### src/rtl/sida_pkg.sv
// Shared types and constants for the signed integer to decimal ASCII unit.
// No dependencies; used by every module of the unit.
`default_nettype none

package sida_pkg;

   // input value and decimal digit geometry
   localparam int VALUE_W       = 64;
   localparam int NUM_DIGITS    = 20;
   localparam int DIGIT_W       = 4;
   localparam int DIGIT_IDX_W   = 5;
   localparam int CHAR_W        = 6;

   // binary to BCD conversion: bits consumed per step and number of steps
   localparam int BITS_PER_STEP = 4;
   localparam int NUM_STEPS     = VALUE_W / BITS_PER_STEP;
   localparam int STEP_W        = $clog2(NUM_STEPS);

   // character codes, already reduced to six bits
   localparam logic [CHAR_W-1:0] CH_MINUS = 6'd45;
   localparam logic [CHAR_W-1:0] CH_ZERO  = 6'd48;

   // one converted number as it travels from the front to the back
   typedef struct packed {
      logic                                  neg;
      logic [DIGIT_IDX_W-1:0]                top_idx;
      logic [NUM_DIGITS-1:0][DIGIT_W-1:0]    digits;
   } job_type;

endpackage

`default_nettype wire

### src/rtl/sida_front.sv
// Front part: takes a value, forms its sign and magnitude and converts the
// magnitude to BCD, four bits a cycle. Depends on sida_pkg.
`default_nettype none

module sida_front (
   input  wire logic                          clock,
   input  wire logic                          reset,
   input  wire logic                          req_push,
   output logic                               req_full,
   input  wire logic signed [sida_pkg::VALUE_W-1:0] req_value,
   output logic                               job_push,
   input  wire logic                          job_full,
   output sida_pkg::job_type                  job_data
);

   typedef enum logic [1:0] {
      ST_IDLE,
      ST_CONV,
      ST_PUSH
   } state_type;

   state_type                                                   state_ff, state_in;
   logic [sida_pkg::STEP_W-1:0]                                 step_ff, step_in;
   logic                                                        neg_ff, neg_in;
   logic [sida_pkg::VALUE_W-1:0]                                bin_ff, bin_in;
   logic [sida_pkg::NUM_DIGITS-1:0][sida_pkg::DIGIT_W-1:0]      bcd_ff, bcd_in;

   logic [sida_pkg::VALUE_W-1:0]                                mag;
   logic [sida_pkg::NUM_DIGITS-1:0][sida_pkg::DIGIT_W-1:0]      bcd_work;
   logic [sida_pkg::VALUE_W-1:0]                                bin_work;
   logic [sida_pkg::DIGIT_IDX_W-1:0]                            top_idx;

   localparam logic [sida_pkg::STEP_W-1:0] LAST_STEP = sida_pkg::STEP_W'(sida_pkg::NUM_STEPS - 1);

   // magnitude as unsigned, so the most negative value maps to 2^63
   assign mag = req_value[sida_pkg::VALUE_W-1]
                ? (~req_value) + sida_pkg::VALUE_W'(1)
                : req_value;

   // double dabble: adjust every digit, then shift one bit in, per bit
   always_comb begin
      bcd_work = bcd_ff;
      bin_work = bin_ff;
      for (int b = 0; b < sida_pkg::BITS_PER_STEP; b++) begin
         for (int d = 0; d < sida_pkg::NUM_DIGITS; d++) begin
            if (bcd_work[d] >= sida_pkg::DIGIT_W'(5)) begin
               bcd_work[d] = bcd_work[d] + sida_pkg::DIGIT_W'(3);
            end
         end
         {bcd_work, bin_work} = {bcd_work, bin_work} << 1;
      end
   end

   // highest non-zero digit; zero keeps index 0 and prints '0'
   always_comb begin
      top_idx = '0;
      for (int d = 0; d < sida_pkg::NUM_DIGITS; d++) begin
         if (bcd_ff[d] != '0) begin
            top_idx = sida_pkg::DIGIT_IDX_W'(d);
         end
      end
   end

   // sequencer
   always_comb begin
      state_in = state_ff;
      step_in  = step_ff;
      neg_in   = neg_ff;
      bin_in   = bin_ff;
      bcd_in   = bcd_ff;
      unique case (state_ff)
         ST_IDLE: begin
            if (req_push) begin
               neg_in   = req_value[sida_pkg::VALUE_W-1];
               bin_in   = mag;
               bcd_in   = '0;
               step_in  = '0;
               state_in = ST_CONV;
            end
         end
         ST_CONV: begin
            bin_in  = bin_work;
            bcd_in  = bcd_work;
            step_in = step_ff + sida_pkg::STEP_W'(1);
            if (step_ff == LAST_STEP) begin
               state_in = ST_PUSH;
            end
         end
         ST_PUSH: begin
            if (!job_full) begin
               state_in = ST_IDLE;
            end
         end
         default: state_in = ST_IDLE;
      endcase
   end

   always_ff @(posedge clock) begin
      if (reset) begin
         state_ff <= ST_IDLE;
         step_ff  <= '0;
      end else begin
         state_ff <= state_in;
         step_ff  <= step_in;
      end
      neg_ff <= neg_in;
      bin_ff <= bin_in;
      bcd_ff <= bcd_in;
   end

   assign req_full         = (state_ff != ST_IDLE);
   assign job_push         = (state_ff == ST_PUSH);
   assign job_data.neg     = neg_ff;
   assign job_data.top_idx = top_idx;
   assign job_data.digits  = bcd_ff;

endmodule

`default_nettype wire

### src/rtl/sida_queue.sv
// Short queue of converted numbers between the front and back parts.
// Depends on sida_pkg for the entry type.
`default_nettype none

module sida_queue #(
   parameter int DEPTH = 2
) (
   input  wire logic         clock,
   input  wire logic         reset,
   input  wire logic         push,
   output logic              full,
   input  sida_pkg::job_type data_in,
   output logic              empty,
   input  wire logic         pop,
   output sida_pkg::job_type data_out
);

   localparam int PTR_W = $clog2(DEPTH);
   localparam int CNT_W = $clog2(DEPTH + 1);
   localparam logic [PTR_W-1:0] LAST_PTR = PTR_W'(DEPTH - 1);

   sida_pkg::job_type   entries_ff [DEPTH];
   logic [PTR_W-1:0]    wr_ptr_ff, wr_ptr_in;
   logic [PTR_W-1:0]    rd_ptr_ff, rd_ptr_in;
   logic [CNT_W-1:0]    count_ff, count_in;
   logic                do_push, do_pop;

   assign full     = (count_ff == CNT_W'(DEPTH));
   assign empty    = (count_ff == '0);
   assign do_push  = push && !full;
   assign do_pop   = pop && !empty;
   assign data_out = entries_ff[rd_ptr_ff];

   // pointer and fill level update
   always_comb begin
      wr_ptr_in = wr_ptr_ff;
      rd_ptr_in = rd_ptr_ff;
      if (do_push) begin
         wr_ptr_in = (wr_ptr_ff == LAST_PTR) ? '0 : wr_ptr_ff + PTR_W'(1);
      end
      if (do_pop) begin
         rd_ptr_in = (rd_ptr_ff == LAST_PTR) ? '0 : rd_ptr_ff + PTR_W'(1);
      end
      unique case ({do_push, do_pop})
         2'b10:   count_in = count_ff + CNT_W'(1);
         2'b01:   count_in = count_ff - CNT_W'(1);
         default: count_in = count_ff;
      endcase
   end

   always_ff @(posedge clock) begin
      if (reset) begin
         wr_ptr_ff <= '0;
         rd_ptr_ff <= '0;
         count_ff  <= '0;
      end else begin
         wr_ptr_ff <= wr_ptr_in;
         rd_ptr_ff <= rd_ptr_in;
         count_ff  <= count_in;
      end
      if (do_push) begin
         entries_ff[wr_ptr_ff] <= data_in;
      end
   end

endmodule

`default_nettype wire

### src/rtl/sida_back.sv
// Back part: walks one converted number and hands out its characters,
// sign first, one beat per character. Depends on sida_pkg.
`default_nettype none

module sida_back (
   input  wire logic                          clock,
   input  wire logic                          reset,
   input  wire logic                          job_valid,
   input  sida_pkg::job_type                  job_data,
   output logic                               job_pop,
   output logic                               rsp_empty,
   input  wire logic                          rsp_pop,
   output logic [sida_pkg::CHAR_W-1:0]        rsp_ascii_char,
   output logic                               rsp_last
);

   logic                                                    busy_ff, busy_in;
   logic                                                    sign_ff, sign_in;
   logic [sida_pkg::DIGIT_IDX_W-1:0]                        idx_ff, idx_in;
   logic [sida_pkg::NUM_DIGITS-1:0][sida_pkg::DIGIT_W-1:0]  digits_ff, digits_in;

   logic [sida_pkg::DIGIT_W-1:0]                            cur_digit;
   logic                                                    beat;

   // current character
   assign cur_digit      = digits_ff[idx_ff];
   assign rsp_empty      = !busy_ff;
   assign rsp_ascii_char = sign_ff ? sida_pkg::CH_MINUS
                         : sida_pkg::CH_ZERO + sida_pkg::CHAR_W'(cur_digit);
   assign rsp_last       = !sign_ff && (idx_ff == '0);
   assign beat           = busy_ff && rsp_pop;

   // next number may load in the cycle the final beat of this one leaves
   assign job_pop = job_valid && (!busy_ff || (beat && rsp_last));

   always_comb begin
      busy_in   = busy_ff;
      sign_in   = sign_ff;
      idx_in    = idx_ff;
      digits_in = digits_ff;
      if (job_pop) begin
         busy_in   = 1'b1;
         sign_in   = job_data.neg;
         idx_in    = job_data.top_idx;
         digits_in = job_data.digits;
      end else if (beat) begin
         if (sign_ff) begin
            sign_in = 1'b0;
         end else if (idx_ff == '0) begin
            busy_in = 1'b0;
         end else begin
            idx_in = idx_ff - sida_pkg::DIGIT_IDX_W'(1);
         end
      end
   end

   always_ff @(posedge clock) begin
      if (reset) begin
         busy_ff <= 1'b0;
         sign_ff <= 1'b0;
         idx_ff  <= '0;
      end else begin
         busy_ff <= busy_in;
         sign_ff <= sign_in;
         idx_ff  <= idx_in;
      end
      digits_ff <= digits_in;
   end

endmodule

`default_nettype wire

### src/rtl/signed_int_to_decimal_ascii_unit.sv
// The front takes no new value until the last one has gone through the
// four-bit-per-cycle BCD converter and into the queue; the back sends one
// character a cycle while rsp_pop is high, at most 20 per number.
// Reset clears the sequencer, the queue pointers and the output stage; a
// number in flight is dropped. Depends on sida_pkg, sida_front/queue/back.
`default_nettype none

module signed_int_to_decimal_ascii_unit #(
   parameter int QUEUE_DEPTH = 2
) (
   input  wire logic                                 clock,
   input  wire logic                                 reset,
   input  wire logic                                 req_push,
   output logic                                      req_full,
   input  wire logic signed [sida_pkg::VALUE_W-1:0]  req_value,
   output logic                                      rsp_empty,
   input  wire logic                                 rsp_pop,
   output logic [sida_pkg::CHAR_W-1:0]               rsp_ascii_char,
   output logic                                      rsp_last
);

   logic              q_push, q_full, q_empty, q_pop;
   sida_pkg::job_type q_wr_data, q_rd_data;

   // sign, magnitude and BCD conversion
   sida_front u_front (
      .clock     (clock),
      .reset     (reset),
      .req_push  (req_push),
      .req_full  (req_full),
      .req_value (req_value),
      .job_push  (q_push),
      .job_full  (q_full),
      .job_data  (q_wr_data)
   );

   // decoupling queue
   sida_queue #(
      .DEPTH (QUEUE_DEPTH)
   ) u_queue (
      .clock    (clock),
      .reset    (reset),
      .push     (q_push),
      .full     (q_full),
      .data_in  (q_wr_data),
      .empty    (q_empty),
      .pop      (q_pop),
      .data_out (q_rd_data)
   );

   // character output
   sida_back u_back (
      .clock          (clock),
      .reset          (reset),
      .job_valid      (!q_empty),
      .job_data       (q_rd_data),
      .job_pop        (q_pop),
      .rsp_empty      (rsp_empty),
      .rsp_pop        (rsp_pop),
      .rsp_ascii_char (rsp_ascii_char),
      .rsp_last       (rsp_last)
   );

   // a beat on offer is a minus sign or a decimal digit
   a_char_range: assert property (@(posedge clock) disable iff (reset)
      !rsp_empty |-> (rsp_ascii_char == sida_pkg::CH_MINUS) ||
                     ((rsp_ascii_char >= sida_pkg::CH_ZERO) &&
                      (rsp_ascii_char <= sida_pkg::CH_ZERO + 6'd9)))
      else $error("character out of range");

   // the minus sign never closes a number
   a_minus_not_last: assert property (@(posedge clock) disable iff (reset)
      (!rsp_empty && (rsp_ascii_char == sida_pkg::CH_MINUS)) |-> !rsp_last)
      else $error("minus sign marked last");

   // taking a beat that is not last leaves more of the same number
   a_number_continues: assert property (@(posedge clock) disable iff (reset)
      (rsp_pop && !rsp_empty && !rsp_last) |=> !rsp_empty)
      else $error("number cut short");

   // the back only loads from a non-empty queue
   a_no_underflow: assert property (@(posedge clock) disable iff (reset)
      q_pop |-> !q_empty)
      else $error("queue underflow");

endmodule

`default_nettype wire
### config.mk
export PLATFORM = sky130hd
export DESIGN_NAME = signed_int_to_decimal_ascii_unit
export DESIGN_NICKNAME = d
export VERILOG_FILES = /design/src/rtl/sida_pkg.sv /design/src/rtl/sida_front.sv /design/src/rtl/sida_queue.sv /design/src/rtl/sida_back.sv /design/src/rtl/signed_int_to_decimal_ascii_unit.sv
export SDC_FILE = /design/constraint.sdc
export NUM_CORES = 1
export LEC_CHECK = 0
export ABC_AREA = 1
export BUFFER_PORTS_ARGS = -buffer_cell sky130_fd_sc_hd__buf_2
export CORE_ASPECT_RATIO = 0.6
export CORE_MARGIN = 2
export CORE_UTILIZATION = 30
export CTS_BUF_LIST = sky130_fd_sc_hd__clkbuf_8
export DETAILED_ROUTE_END_ITERATION = 10
export PLACE_DENSITY = 0.46
export REMOVE_ABC_BUFFERS = 1
export SLEW_MARGIN = 30
export SYNTH_ARGS = -nofsm -noshare
export SYNTH_HDL_FRONTEND = slang
export SYNTH_SLANG_ARGS = --single-unit
export TNS_END_PERCENT = 100
### constraint.sdc
create_clock -name clock -period 6.4 [get_ports clock]
set_clock_uncertainty 0.05 [all_clocks]
set_input_delay 1.28 -clock clock [delete_from_list [all_inputs] [get_ports clock]]
set_output_delay 1.28 -clock clock [all_outputs]
set_load 0.05 [all_outputs]
==> metrics list <==
- The flow ran to the end, and the final reports show no timing, DRC or antenna violations.
* Class of the tightest hold or removal check: flop to flop
- Maximum number of pins on one net before global-route repair: 69
- Fill cells in the final layout number 8990.
* Kind of end point of the critical path: output port
* Via Count: 20774
- Clock edge transition at the registers on the reported setup and hold paths: 0.06 ns
- Post-layout utilization of the core: 33.9%
* Worst-Skew Late Latency: 0.71 ns
- During I/O placement, the number of pins put on the boundary was 77.
- In the finished design, the share of the clock period the worst path needs comes to 69.8%.
- Buffers inserted during post-CTS setup optimization: 0
- The worst path in the final design needs a cycle of 4.47 ns, including I/O delays and setup.
- Required time at the worst-slack endpoint: 5.07 ns
- Max-slew violation count: 0
- Area of the die: 88800 sq um
- Launch point of the critical path: u_back.idx_ff[1]
* Die width: 383 um
* Seq/Total Area, Yosys: 47.4%
* Flip-flop and latch area: 12300 sq um
* Sum of routed wire length over all layers: 67.5 mm
- In this run, the number of DRC markers left after iteration 0 of detailed routing was 1627.
- The initial antenna violation count is 6.
* Synth Instances: 3273
* Slew at the pin closest to its max-slew limit: 0.771 ns
- RSZ-0062 raised after global routing: no
* Average cell area after synthesis: 7.91 sq um
* Drt wl/cell: 14.8 um
- In this run the worst path has a maximum fanout of 23.
- Share of synthesized registers carrying an async set or reset: 0%
* Final weighted congestion in routability-driven placement: 0.830
- After legalization and detailed placement, the total HPWL measured 49.3 mm.
* Area taken by multi-input logic gates: 11600 sq um
* Die extent in y: 232 um
- Hold Buf Count CTS: 0
- The detail route stage leaves a number of antenna-violating nets equal to 0.
- Clock buffer count from CTS: 70
- Arr. time, crit path: 3.14 ns
- The worst setup path is launched from a flop.
- Worst flop-to-flop path startpoint: u_front.job_data[72]
- Across the run, the number of max-cap violations was 0.
- Global routing finished with a remaining overflow of 0.
* Worst-case headroom to the max-slew limit: 48.6%
- In the routed layout, each cell is associated on average with a via count of 4.54.
* Final Cell Area: 29000 sq um
- Top achievable clock speed: 224 MHz
- Compared with the post-synthesis result, the final layout area differs by 12.1%.
- Worst setup path class: flop to output port
- Via count of the first global-routing pass: 18748
- Worst hold path startpoint: u_queue.rd_ptr_ff
* Global Route Usage Sum: 15.3%
- Setup slack on the critical path of the routed design comes to 1.93 ns.
* TritonCTS clock tree: yes
* # setup viols final: 0
- Most used DFF post-synth: sky130_fd_sc_hd__edfxtp_1
* Number of endpoints with negative hold slack in the final report: 0
- Cells with a size suffix above 1 make up 11.4% of the layout.
* Row count: 83
- Count of input and output buffers: 75
* Area of the placeable core: 85600 sq um
- Wire length of the first global-routing pass: 107 mm
* Post-Synthesis Cell Area: 25900 sq um
- Remaining design rule violation count: 0
- Once the clock tree was built, the resizer swapped 0 gates to a different size.
- Cell count of the worst hold path: 1
- Number of H-tree branching levels: 3
- Final-stage net count: 3527
* Initial core utilization: 30.3%
* Total of warnings raised by yosys: 0
- Number of clock sinks: 415
* Synthesized flop and latch total: 415
* Count of flip-flops with a built-in enable after synthesis: 397
* Logic depth of the worst register-to-register path: 26
- Post-place setup slack: 2.08 ns
- Clock tree synthesis selected as its root buffer the cell sky130_fd_sc_hd__clkbuf_8.
* Count of distinct cell types in the synthesized netlist: 54
- Count of TritonRoute iterations in the first routing pass: 5
- The longest clock path from root to sink contains 3 buffers.
- Placed standard-cell area: 27600 sq um
synth_stat cells (all sizes together), types with 9 or more instances:
cell type	number	area share [%]
a21o	17	0.49
a21oi	99	1.9
and2	23	0.67
buf	17	0.28
clkbuf	48	0.73
dfxtp	18	1.4
edfxtp	397	46
ha	85	4.1
inv	469	6.8
nand2	1174	18
nand3	338	7.3
nand4	28	0.68
nor2	227	3.6
nor3	48	1.0
nor4	9	0.22
o21ai	148	2.9
o21bai	18	0.52
o22ai	15	0.36
xnor2	13	0.44
xor2	37	1.3
final cells by class:
cell class / instances / share of cell area [%]
flip-flops and latches: 415 / 42.3
multi-input cells: 2322 / 40.1
inverters: 471 / 6.12
well taps: 1147 / 4.94
clock buffers: 74 / 3.51
repair buffers: 94 / 1.78
clock inverters: 53 / 1.27
diodes: 2 / 0.0172
metal layers:
metal | track usage (%) | share of wire (%)
met5 | 0 | 0.095
met4 | 2.99 | 1.2
met3 | 3.65 | 5.8
met2 | 19.0 | 35
met1 | 25.4 | 58
flip-flops by register name, indices dropped and copies added, names as in the netlist, named ones only:
signal,count
u_front.step_ff,4
u_back.busy_ff,1
u_front.state_ff,2
u_front.bin_ff,64
u_queue.wr_ptr_ff,1
u_queue.rd_ptr_ff,1
u_front.job_data,80
u_front.neg_ff,1
u_queue.entries_ff,172
u_back.idx_ff,5
u_back.sign_ff,1
u_queue.count_ff,2
u_back.digits_ff,80
logic make-up (layout without fill, tap and decap cells):
logic type / Yosys count / in the layout / synth area share, %
and+or+nand+nor: 1863 / 1863 / 31.9
buffers and inverters: 536 / 692 / 7.84
DFF: 415 / 415 / 47.4
AOI/OAI and AO/OA: 322 / 322 / 7.01
adders and majority gates: 85 / 85 / 4.11
xor gates and xnor gates: 50 / 50 / 1.69
other: 1 / 3 / 0.0145
muxes: 1 / 1 / 0.0386
worst paths after layout:
kind | to | slack (ns)
setup / recovery | rsp_ascii_char[3] | 1.93
hold / removal | flop | 0.40
setup reg to reg | u_front.job_data[77] | 2.55
hold reg to reg | flop | 0.40
critical path, cell delays in order (launching register included):
cell	delay, ns
sky130_fd_sc_hd__dfxtp_1	0.75
sky130_fd_sc_hd__inv_1	0.49
sky130_fd_sc_hd__o21ai_0	0.18
sky130_fd_sc_hd__o22ai_1	0.10
sky130_fd_sc_hd__o211ai_1	0.22
sky130_fd_sc_hd__nand3_1	0.13
sky130_fd_sc_hd__a22oi_1	0.27
sky130_fd_sc_hd__nand2_1	0.08
sky130_fd_sc_hd__buf_2	0.22
placed cells by master (no fill, tap or decap), types with 8 or more instances in the layout:
cell / synthesis / final
sky130_fd_sc_hd__nand3_2: 36 / 36
sky130_fd_sc_hd__o21ai_0: 136 / 136
sky130_fd_sc_hd__a21o_1: 17 / 17
sky130_fd_sc_hd__and2_4: 12 / 12
sky130_fd_sc_hd__nand3_1: 301 / 301
sky130_fd_sc_hd__inv_2: 16 / 17
sky130_fd_sc_hd__o22ai_1: 15 / 15
sky130_fd_sc_hd__nor2_4: 4 / 8
sky130_fd_sc_hd__nor3_1: 45 / 45
sky130_fd_sc_hd__edfxtp_1: 397 / 397
sky130_fd_sc_hd__clkinv_1: 2 / 11
sky130_fd_sc_hd__dfxtp_1: 18 / 17
sky130_fd_sc_hd__xor2_1: 37 / 37
sky130_fd_sc_hd__ha_1: 85 / 85
sky130_fd_sc_hd__nor2_2: 14 / 14
sky130_fd_sc_hd__and2_1: 11 / 11
sky130_fd_sc_hd__nand2_1: 1081 / 1081
sky130_fd_sc_hd__buf_2: 2 / 75
sky130_fd_sc_hd__clkinv_2: 0 / 11
sky130_fd_sc_hd__nand4_1: 28 / 28
sky130_fd_sc_hd__o21bai_1: 18 / 18
sky130_fd_sc_hd__xnor2_1: 13 / 13
sky130_fd_sc_hd__nand2_2: 89 / 89
sky130_fd_sc_hd__inv_1: 453 / 471
sky130_fd_sc_hd__a21oi_1: 97 / 97
sky130_fd_sc_hd__buf_4: 2 / 19
sky130_fd_sc_hd__clkbuf_8: 1 / 74
sky130_fd_sc_hd__nor2_1: 208 / 204
through the flow:
stage | hold slack (ns) | cells | TNS, ns
6_report | 0.397 | 4578 | 0
5_1_grt | 0.430 | 4577 | 0
4_1_cts | 0.401 | 4576 | 0
3_5_place_dp | 0.389 | 4449 | 0
3_3_place_gp | 0.378 | 4449 | 0
2_1_floorplan | 0.371 | 3208 | -269.88
Power is left out: the tool's default activity adds up to more than one toggle a clock period on the data nets, which glitch-free logic cannot reach.
